File: config.mk
export PLATFORM = sky130hd
export DESIGN_NAME = lgmt_ram
export DESIGN_NICKNAME = d
export VERILOG_FILES = /design/src/hdl/lgmt_ram.sv
export SDC_FILE = /design/constraint.sdc
export NUM_CORES = 1
export LEC_CHECK = 0
export BUFFER_PORTS_ARGS = -buffer_cell sky130_fd_sc_hd__buf_2
export CORE_MARGIN = 10
export CORE_UTILIZATION = 50
export CTS_BUF_LIST = sky130_fd_sc_hd__clkbuf_8
export DETAILED_ROUTE_END_ITERATION = 16
export PLACE_DENSITY = 0.72
export SLEW_MARGIN = 10
export SYNTH_ARGS = -nofsm -noshare
export SYNTH_HDL_FRONTEND = slang
export SYNTH_SLANG_ARGS = --single-unit
File: constraint.sdc
create_clock -name clk -period 3.3 [get_ports clk]
set_clock_uncertainty 0.1 [all_clocks]
set_input_delay 0.33 -clock clk [delete_from_list [all_inputs] [get_ports clk]]
set_output_delay 0.33 -clock clk [all_outputs]
set_load 0.05 [all_outputs]
File: src/hdl/lgmt_ram.sv
// Generic single-write, single-read RAM with registered read data.
module lgmt_ram #(
    parameter int WIDTH = 8,
    parameter int DEPTH = 16
) (
    input  logic                                            clk,
    input  logic                                            we,
    input  logic [((DEPTH > 1) ? $clog2(DEPTH) : 1)-1:0]    waddr,
    input  logic [WIDTH-1:0]                                wdata,
    input  logic                                            re,
    input  logic [((DEPTH > 1) ? $clog2(DEPTH) : 1)-1:0]    raddr,
    output logic [WIDTH-1:0]                                rdata
);
    logic [WIDTH-1:0] mem [DEPTH];

    always_ff @(posedge clk)
    begin
        if (we)
        begin
            mem[waddr] <= wdata;
        end
        if (re)
        begin
            rdata <= mem[raddr];
        end
    end
endmodule

Word-level counts from Yosys, hierarchy flattened
Memories as Yosys holds them, arrays and structs flattened. A register that Yosys moved wholly into a read port is not among the register bits.
Cells that the tools add are included.
{"block": "word_totals", "in_bits": 19, "romBits": 0, "ff_bits": 0, "out_inout_bits": 8, "mem_count": 1, "mem_bits_rw": 128, "latch_bits": 0, "elab_cells": 3}
{"name": "mem", "words": 16, "word_bits": 8, "rd": 1, "rd_ports_with_merged_regs": 1, "wr": 1, "line_no": "14", "source": "logic [WIDTH-1:0] mem [DEPTH];"}
{"block": "op_classes", "addsub": 0, "muxes": 2, "n_bitwise": 0, "mul": 0, "shift": 0, "n_reduce_logical": 0, "eq_ne": 0, "n_div": 0, "order_cmp": 0}
{"cell": "two-way mux 1 bit", "n": 2}

Longest topological paths before layout
{"block": "depth", "depth_word": 2, "mapped_depth": 5, "depth_no_buf": 3}

Least setup slack after synthesis
Ideal clock, no wire load.
{"block": "synth_path", "path_kind": "input to register", "startpoint": "input waddr[2] (netlist bit)", "endpoint": "memory mem[0][0], enable pin", "t_required_ps": 2817, "arrival_time_ps": 1440, "slack_ps": 1377, "cell_stages": 2, "setup_ps": 383, "cell_sequence": "or3b_2 -> nor3_1"}
{"element": "start, declared", "line_no": "8", "source": "input logic [((DEPTH > 1) ? $clog2(DEPTH) : 1)-1:0] waddr,"}
{"element": "end, declared", "line_no": "14"}
No word-level cell before the write port.

==> impl_metrics.tcl <==
set metrics [dict create \
    outcome "finished, final reports clean" \
    clkLatencyLatePin_ns 0.44 \
    ys_ff_latch 136 \
    post-cts-setup-buffer-count 0 \
    switching_share_pct 20.97 \
    grt_antenna_before_repair 0 \
    clock_tree.buffer_depth 2 \
    drive_gt1_share_pct 27.66 \
    remaining_drc_errors 0 \
    start_util_pct 50.86 \
    per_cell_routed_wire_length_um 22.92 \
    rsz0062_at_grt "false" \
    syn-mean-instance-area_sq_um 22.83 \
    die-width_um 122.3 \
    core_region_area_sq_um 10280 \
    routed_via_density 5.665 \
    antenna_violating_nets_post_route 0 \
    post_synth_instance_area_sq_um 5228 \
    fin_cells 418 \
    synth_cells 229 \
    placement.io_buffers 26 \
    cts_hold_buf 0 \
    dpl_cell_area_sq_um 5492 \
    cellInternalPower_mw 2.824 \
    hp-class "in -> reg" \
    final_critical_path_setup_slack_ns 1.356 \
    syn_to_final_growth_pct 13.04 \
    post-place-cells 386 \
    synth.lib_cells_used.distinct 18 \
    sw_power_uw 749.3 \
    fp-row-count 37 \
    top_level_ports 27 \
    power.static_leakage_nw 1.938 \
    crit_fanout 20 \
    setup.worst_path.start_class "input pin" \
    grt-ovfl-total 0 \
    tightest_slew_ns 0.8574 \
    die_height_um 122.3 \
    final_core_utilization_pct 57.50 \
    first_global_vias 2445 \
    post-layout-total-power_mw 3.573 \
    pre_repair_dr_iteration_count 4 \
    total_half_perimeter_wirelength_after_legalization_and_detailed_placement_mm 6.036 \
    grt_max_degree 33 \
    yosysSeqAreaShare_pct 78.12 \
    timing.critical_path.to_type "flip-flop" \
    finalWeightedCongestion 0.7649 \
    timing_hold_violations_final 0 \
    cts_tree "yes" \
    min_period_over_period_pct 58.91 \
    grt_use_total_pct 13.72 \
    grt_pass1_wl_mm 14.53 \
    power_density_of_the_placed_cells_nw_per_um2 604.6 \
    floorplan.die_area_sq_um 14950 \
    achievable-frequency_mhz 514.4 \
    final_cell_mix "136 x edfxtp_1, 26 x buf_2, 18 x mux4_2, 17 x clkbuf_8, 16 x a22oi_1" \
    postRouteWirelength_mm 9.582 \
    cts-buffers-inserted 17 \
    postCtsResizedCells 0 \
    setup-tns-final_ns 0 \
    max_cap_violations 0 \
    layout.cells.most_common "edfxtp_1" \
    synth_warn 0 \
    cts_max_level 4 \
    slew-limit-headroom_pct 42.63 \
    ir_worst_vdd_v 0.0002577 \
    clockRootBuffer "clkbuf_8" \
    seqPwrFrac_pct 54.7 \
    iteration_0_drc_count_of_the_detailed_router 203 \
    fin_crit_ns 1.944 \
    setup_viol_count_final 0 \
    finalInstanceArea_sq_um 5909 \
    clock_sink_count 136 \
    detailedPlace.worstSlack_ns 0.8341 \
    power.share.combinational_pct 5.6 \
    clkSlewWorstSetupHoldPaths_ns 0.08 \
    diodes 0 \
    whs_ns 0.1401 \
    cp.required_ns 3.38 \
    path_class "in -> reg" \
    finish.net_count 288 \
    max_slew_violation_count 0 \
    via_count 2368 \
    cp.arrival_ns 2.02 \
    syn_nets 248 \
    pwr-share-clk_pct 39.7 \
]
## path summary, 6_finish.rpt
path / startpoint / end / slack [ns] / depth (start not counted)
worst min register to register: mem[8][2] / rdata[2] / 0.66 / 3
worst min-delay path: re / rdata[3] / 0.14 / 1
worst max-delay path: raddr[0] / rdata[7] / 1.36 / 5
worst max register to register: mem[7][6] / rdata[6] / 1.65 / 3
## sequential cells by signal (all words and copies together) (netlist names)
signal	cells
rdata	8
mem	128
## power groups by stage
stage | combinational [mW] | clock (mW) | sequential [mW]
6_report | 0.202 | 1.42 | 1.95
5_1_grt | 0.217 | 1.52 | 1.96
3_5_place_dp | 0.204 | 0 | 1.99
2_1_floorplan | 0.0982 | 0 | 2.02
4_1_cts | 0.205 | 1.44 | 1.95
3_3_place_gp | 0.200 | 0 | 1.99
## cells in the mapped netlist
cell type	instances	share of area, %
or3b_2	1	0.17
and2_1	1	0.12
buf_2	3	0.29
mux4_1	14	7.0
edfxtp_1	136	78
buf_4	1	0.14
and2b_1	1	0.14
nor2_1	13	0.93
clkdlybuf4s25_2	3	0.57
nor2b_1	1	0.12
buf_6	3	0.65
nand3b_1	2	0.29
nand3_1	1	0.096
nand2b_1	2	0.24
a22oi_1	16	2.3
nand2_1	9	0.65
mux4_2	18	7.8
nor3_1	4	0.38
## kinds of logic after synthesis
kind of cell           share of synthesized area (%)
buffers and inverters                          1.651
and+or+nand+nor                                3.136
AOI/OAI and AO/OA                              2.298
muxes                                          14.79
DFF                                            78.12
## metal layers
metal | wire, um | vias to the layer above | global-route usage (%)
met5 | 0 | - | 0
met4 | 208 | 0 | 6.554
met3 | 629 | 16 | 4.591
met2 | 4515 | 77 | 19.52
met1 | 4229 | 1213 | 18.75
li1 | - | 1062 | -
## layout make-up
type                    instances  area (sq um)
fillers                       763          4368
flip-flops and latches        136          4084
multi-input cells              83          1057
clock buffers                  17         234.0
clock inverters                15         183.9
repair buffers                 31         180.2
well taps                     136         170.2
## critical path, stage by stage
cell and delay [ns]:
buf_2 0.53, buf_12 0.24, mux4_2 0.50, a22oi_1 0.27
nand2_1 0.13
No activity file was read; power rests on OpenSTA's default activity.
