--- src/hdl/lgmt_pkg.sv ---
// Shared types, widths, codes and reset values for the landmark gate and merge table.
package lgmt_pkg;

    localparam int DEFAULT_MAX_LANDMARKS = 64;

    localparam int COORD_W     = 16;
    localparam int HIT_W       = 16;
    localparam int RADIUS_W    = 32;
    localparam int SQ_W        = 32;
    localparam int STATUS_W    = 2;
    localparam int MATCHED_W   = 7;
    localparam int NEW_INDEX_W = 6;
    localparam int TOTAL_W     = 7;
    localparam int CFG_INDEX_W = 3;
    localparam int CFG_DATA_W  = 32;

    localparam int DIV_NUM_W  = 34;
    localparam int DIV_MAG_W  = 32;
    localparam int DIV_DEN_W  = 17;
    localparam int DIV_STEP_W = 5;

    localparam logic signed [COORD_W-1:0] X_MIN_RST = -16'sd384;
    localparam logic signed [COORD_W-1:0] X_MAX_RST = 16'sd2560;
    localparam logic signed [COORD_W-1:0] Y_MIN_RST = -16'sd2048;
    localparam logic signed [COORD_W-1:0] Y_MAX_RST = 16'sd384;
    localparam logic signed [COORD_W-1:0] Z_MIN_RST = 16'sd0;
    localparam logic signed [COORD_W-1:0] Z_MAX_RST = 16'sd205;
    localparam logic [RADIUS_W-1:0]       RADIUS_RST = 32'd262144;

    localparam logic [HIT_W-1:0] HIT_MAX = '1;

    typedef enum logic [STATUS_W-1:0] {
        STATUS_REJECTED,
        STATUS_MERGED,
        STATUS_ADDED,
        STATUS_FULL
    } status_t;

    typedef enum logic [CFG_INDEX_W-1:0] {
        CFG_X_MIN,
        CFG_X_MAX,
        CFG_Y_MIN,
        CFG_Y_MAX,
        CFG_Z_MIN,
        CFG_Z_MAX,
        CFG_RADIUS
    } cfg_index_t;

    typedef enum logic [3:0] {
        ST_IDLE,
        ST_READ,
        ST_DIST,
        ST_CMP,
        ST_MUL,
        ST_DIV_GO,
        ST_DIV_WAIT,
        ST_WRITE,
        ST_FINISH,
        ST_RESULT
    } state_t;

    typedef struct packed {
        logic signed [COORD_W-1:0] x;
        logic signed [COORD_W-1:0] y;
        logic [HIT_W-1:0]          hits;
    } entry_t;

endpackage

--- src/hdl/lgmt_div.sv ---
// Bit-serial signed-by-unsigned divider, quotient truncated toward zero.
module lgmt_div (
    input  logic                                   clk,
    input  logic                                   rst_n,
    input  logic                                   start,
    input  logic signed [lgmt_pkg::DIV_NUM_W-1:0]  num,
    input  logic [lgmt_pkg::DIV_DEN_W-1:0]         den,
    output logic                                   done,
    output logic signed [lgmt_pkg::COORD_W-1:0]    quotient
);
    import lgmt_pkg::*;

    logic                  busy_reg;
    logic                  done_reg;
    logic [DIV_STEP_W-1:0] step_reg;
    logic                  neg_reg;
    logic [DIV_MAG_W-1:0]  quo_reg;
    logic [DIV_DEN_W-1:0]  rem_reg;
    logic [DIV_DEN_W-1:0]  den_reg;

    logic [DIV_NUM_W-1:0]  mag;
    logic [DIV_DEN_W:0]    trial;
    logic                  fits;
    logic [COORD_W-1:0]    quo_low;

    assign mag     = num[DIV_NUM_W-1] ? DIV_NUM_W'(-num) : DIV_NUM_W'(num);
    assign trial   = {rem_reg, quo_reg[DIV_MAG_W-1]};
    assign fits    = trial >= {1'b0, den_reg};
    assign quo_low = quo_reg[COORD_W-1:0];

    always_ff @(posedge clk or negedge rst_n)
    begin
        if (!rst_n)
        begin
            busy_reg <= 1'b0;
            done_reg <= 1'b0;
            step_reg <= '0;
        end
        else if (start)
        begin
            busy_reg <= 1'b1;
            done_reg <= 1'b0;
            step_reg <= '0;
        end
        else if (busy_reg)
        begin
            step_reg <= step_reg + DIV_STEP_W'(1);
            if (step_reg == DIV_STEP_W'(DIV_MAG_W - 1))
            begin
                busy_reg <= 1'b0;
                done_reg <= 1'b1;
            end
        end
        else
        begin
            done_reg <= 1'b0;
        end
    end

    always_ff @(posedge clk)
    begin
        if (start)
        begin
            quo_reg <= mag[DIV_MAG_W-1:0];
            rem_reg <= '0;
            den_reg <= den;
            neg_reg <= num[DIV_NUM_W-1];
        end
        else if (busy_reg)
        begin
            quo_reg <= {quo_reg[DIV_MAG_W-2:0], fits};
            rem_reg <= fits ? DIV_DEN_W'(trial - {1'b0, den_reg}) : trial[DIV_DEN_W-1:0];
        end
    end

    assign done     = done_reg;
    assign quotient = neg_reg ? $signed(-quo_low) : $signed(quo_low);
endmodule

--- config.mk ---
export PLATFORM = sky130hd
export DESIGN_NAME = lgmt_div
export DESIGN_NICKNAME = d
export VERILOG_FILES = /design/src/hdl/lgmt_pkg.sv /design/src/hdl/lgmt_div.sv
export SDC_FILE = /design/constraint.sdc
export NUM_CORES = 1
export LEC_CHECK = 0
export BUFFER_PORTS_ARGS = -buffer_cell sky130_fd_sc_hd__clkbuf_2
export CAP_MARGIN = 20
export CORE_UTILIZATION = 45
export CTS_CLUSTER_DIAMETER = 40
export DETAILED_ROUTE_END_ITERATION = 6
export PLACE_DENSITY = 0.74
export SYNTH_ARGS = -nofsm -noshare
export SYNTH_HDL_FRONTEND = slang
export SYNTH_SLANG_ARGS = --single-unit
--- constraint.sdc ---
create_clock -name clk -period 4.84 [get_ports clk]
set_clock_uncertainty 0.1 [all_clocks]
set_input_delay 0.242 -clock clk [delete_from_list [all_inputs] [get_ports clk]]
set_output_delay 0.242 -clock clk [all_outputs]
set_load 0.05 [all_outputs]
## After elaboration in Yosys (flattened, before gate mapping)

Cells that the tools add are included.

| cells by class | value |
|---|---|
| $add $sub $neg | 4 |
| magnitude comparators | 1 |
| equality and inequality tests | 2 |
| mux-type cells | 13 |
| reduce and logical (&&, ||, !) cells | 1 |

Operators by type and width:

| kind | number |
|---|---|
| two-way mux 32 bit | 3 |
| negator 32 bit | 1 |
| >= comparator 18 x 17 -> 1 bit | 1 |
| two-way mux 17 bit | 1 |
| subtractor 17 bit | 1 |
| two-way mux 16 bit | 1 |
| negator 16 bit | 1 |
| two-way mux 5 bit | 2 |
| two-way mux 1 bit | 6 |
| adder 5 x 1 -> 5 bit (second input constant) | 1 |
| equality test 5 bit (second input constant) | 1 |
| != test 3 x 2 -> 1 bit (second input constant) | 1 |
| nonzero test 2 bit | 1 |

| storage, ports and cells | value |
|---|---|
| register bits | 74 |
| bits of input ports | 54 |
| output and inout port bits | 17 |
| word-level logic and storage cells | 28 |

## Longest topological paths before layout

| depth | value |
|---|---|
| word-level depth | 4 |
| mapped depth | 11 |
| mapped depth without buffers | 10 |

## Worst setup path after synthesis

Ideal clock, no wire load.

| timing path | value |
|---|---|
| path kind | reg-to-reg |
| from | reg quo_reg[31] |
| to | reg rem_reg[10] |
| setup time | 0.091 ns |
| arrival | 2.422 ns |
| data required time | 4.649 ns |
| path slack | 2.227 ns |
| cell stages (with the launch flop) | 12 |
| cell sequence | edfxtp_1 -> inv_1 -> ha_1 -> inv_1 -> fa_1 -> a21o_1 -> a31oi_1 -> o211ai_1 -> a221oi_2 -> buf_2 -> nand2_1 -> a311oi_1 |

| between the ends | value |
|---|---|
| cells in the longest elaborated chain, start to end | 2 |

Ends and longest elaborated chain:

| what | line | text |
|---|---|---|
| start: declaration | lgmt_div.sv:17 | `logic [DIV_MAG_W-1:0] quo_reg;` |
| start signal: assignment | lgmt_div.sv:64 | `quo_reg <= mag[DIV_MAG_W-1:0];` |
| start signal: assignment | lgmt_div.sv:71 | `quo_reg <= {quo_reg[DIV_MAG_W-2:0], fits};` |
| subtractor 17 bit or >= comparator 18 x 17 -> 1 bit (tied branches) | lgmt_div.sv:72, lgmt_div.sv:28 |  |
| two-way mux 17 bit * | lgmt_div.sv:72 | `rem_reg <= fits ? DIV_DEN_W'(trial - {1'b0, den_reg}) : trial[DIV_DEN_W-1:0];` |
| end signal: assignment | lgmt_div.sv:72 |  |
| end: declaration | lgmt_div.sv:18 | `logic [DIV_DEN_W-1:0] rem_reg;` |

Mark *: on every way between the ends. The rest lies on a longest branch, timed or not.
A chain may end at the register's enable or synchronous reset.

## Worst setup path in the final report

| timing path | value |
|---|---|
| from | reg quo_reg[31] |
| to | reg rem_reg[6] |

The elaborated chain is that of the path after synthesis.

==> results by group <==
Outcome
  – Outcome: completed

Layout
  – Share of layout cells above drive strength 1: 17.7%
  – Area grow syn2layout: 16.9%
  – Ant diodes: 0
  – Max FFs per register: 32
  – Fillers: 973
  – Nets: 665

Clocking
  – Root Driver: clkbuf_8
  – Clock-pin slew on the worst setup and hold paths: 0.08 ns
  – Clock H-tree levels: 3
  – Max Buffers Root-to-Sink: 2
  – CTS tree: yes
  – Post-CTS setup buffer count: 0
  – CTS sink cnt: 74
  – CTS Buf Count: 9
  – Clk Latency, worst-skew pair: 0.35 ns

STA
  – Slew HR: 39.0%
  – Slew Limit Fails: 0
  – Final Hold Fails: 0
  – Setup TNS: 0 ns
  – RSZ-0062 raised after global routing: no
  – Achievable frequency: 303 MHz
  – Worst slew pin tran: 0.916 ns
  – Final Cycle Share: 68.1%
  – Minimum clock period after layout: 3.30 ns
  – Final Hold Slack: 0.156 ns
  – Final setup fails: 0

Yosys
  – Mapped Area: 4860 sq um
  – Ys Warns: 0
  – Synth async-reset ratio: 9.46%
  – Post-synth EDFFs: 50
  – Mapped Nets: 592
  – Post-synthesis sequential area ratio: 41.5%
  – Most frequent cells after synthesis: 50 x edfxtp_1, 50 x nor2_1, 41 x a21oi_1
  – Avg Cell Area, Syn: 9.41 sq um
  – Top cell type's share of synthesized area: 30.9%
  – Synthesis-stage register bit count: 74
  – Area leader, netlist: edfxtp_1
  – Synth top area cells: edfxtp_1 31%, dfxtp_1 7.0%, xor2_1 6.1%
  – Synth cell types: 60
  – Mapped Cells: 516
  – Predominant post-synthesis flop cell: edfxtp_1

Routing
  – Iter 0 DRT Violations: 277
  – Final wirelength: 11,000 microns
  – Post-route ant nets: 0
  – Via Count: 4,109
  – DR DRC count: 0
  – Vias per cell: 5.63
  – Initial DRT Pass Iterations: 5
  – Routed wire per std cell: 15.0 microns

Place
  – Placed wire-length estimate: 7710 microns
  – GPL Wtd Cong: 0.881
  – PortBufs: 69

Pwr
  – Leak pwr: 0.00239 uW
  – Sequential Power Share: 47.2%
  – Combinational share of power: 24.2%
  – Int Pwr: 1120 uW
  – Total net switching power: 517 uW
  – Sw Ratio: 31.5%
  – Max rail drop VDD: 119 uV
  – Clock share of power: 28.6%
  – Cell area power density: 289 nW/um^2

GRT
  – Wire length of the first global-routing pass: 18,100 microns
  – Grt total ovfl: 0
  – Initial antenna violation count: 0
  – Tot GR Track Use: 20.3%
  – Largest net degree at the start of global routing: 94
  – Vias in the first global route: 3,829

Setup path
  – Crit Path Category: flop to flop
  – CP required: 5.00 ns
  – CP Cell Sequence: inv_1, ha_1, inv_1, fa_1, a21o_1, a31oi_1, o211ai_1, a221oi_2, buf_4, nand2_1, a311oi_1
  – CP Launch Type: flop
  – FF-to-FF setup slack: 1.54 ns
  – Critical-path top delay cell: a221oi_2
  – Worst path top cell family by delay: compound AO/OA/AOI/OAI gates
  – Crit end category: flop
  – Worst Path Buf+Inv: 3
  – CP dominant cell by count: inv_1
  – Crit path max fanout: 16
  – Worst setup path start: quo_reg[31]
  – CP max stage delay: 0.60 ns
  – Arrival time at the worst endpoint: 3.45 ns
  – Worst reg2reg path startpoint: quo_reg[31]

Floorplan
  – Die Footprint: 11,200 sq um
  – Die X: 106 microns
  – Rows: 37
  – I/O pin cnt: 71
  – Core Area: 10,400 sq um
  – DIE HEIGHT: 106 microns
  – Initial Util: 46.6%

Job
  – Max_cap viols: 0

Hold path
  – Hold Crit Class: primary input to async pin
==> routing by layer <==
| metal | track usage, % | share of wire (%) |
|---|---|---|
| met4 | 7.54 | 1.6 |
| met1 | 26.4 | 43 |
| met5 | 0 | 0 |
| met2 | 33.6 | 48 |
| met3 | 3.92 | 6.5 |
==> power groups by stage <==
| stage | clock (uW) | sequential [uW] | combinational, uW |
|---|---|---|---|
| after detailed placement | 0 | 788 | 383 |
| after CTS | 484 | 774 | 397 |
| after global routing | 510 | 782 | 433 |
| after global placement | 0 | 784 | 374 |
| final | 470 | 774 | 397 |
| after floorplan | 0 | 774 | 289 |
==> layout make-up <==
class / count / area [sq um] / area share, %
clock buffers: 12 / 145 / 2.56
clock inverters: 4 / 41.3 / 0.727
inverters: 25 / 93.8 / 1.65
multi-input cells: 387 / 2620 / 46.2
flip-flops and latches: 74 / 2020 / 35.5
well taps: 136 / 170 / 3.00
repair buffers: 92 / 587 / 10.3
==> timing repair <==
item,4_1_cts,5_1_grt
setup endpoints to repair,0,0
gates resized for setup,0,0
hold buffers,18,0
hold endpoints to repair,24,0
==> stage by stage <==
step	worst slack [ns]	area (sq um)	power (uW)	utilization [%]	instances
final	1.54	5680	1640	54.5	730
after global placement	1.61	5270	1160	50.6	694
after global routing	1.27	5680	1730	54.5	730
after detailed placement	1.60	5310	1170	51.0	696
after floorplan	2.23	4860	1060	-	516
after CTS	1.54	5680	1650	54.5	730
==> path summary, 6_finish.rpt <==
path | cells past startpoint | endpoint
worst min-delay path | 2 | done
worst max-delay path | 11 | rem_reg[6]
min in group clk | 3 | quo_reg[0]
worst max register to register | 11 | rem_reg[6]
worst min register to register | 2 | rem_reg[16]
max in group asynchronous | 2 | step_reg[3]
==> cell families (layout without fill, tap and decap cells) <==
family	Yosys count	count (layout)	share of synthesized area, %
xor+xnor	58	58	10.5
simple gates	169	169	17.8
compound gates	129	129	18.0
buf+inv	55	133	4.46
flops	74	74	41.5
mux	9	9	1.93
fa+ha+maj	22	22	5.82
==> cell usage in the layout (no fill, tap or decap), drive strengths merged, types with 22 or more instances in the layout <==
master  count
inv        25
nor2       50
a21oi      41
clkbuf     80
nand2      40
nand3      22
xor2       34
o21ai      24
edfxtp     50
xnor2      24
==> worst register-to-register path: cells and delay by family (launching register included) <==
family	cells	cell delay [ns]
compound gates	5	1.56
fa+ha+maj	2	0.57
buf+inv	3	0.47
flops	1	0.41
simple gates	1	0.08
Note: power is estimated with default switching activity, not from simulation.
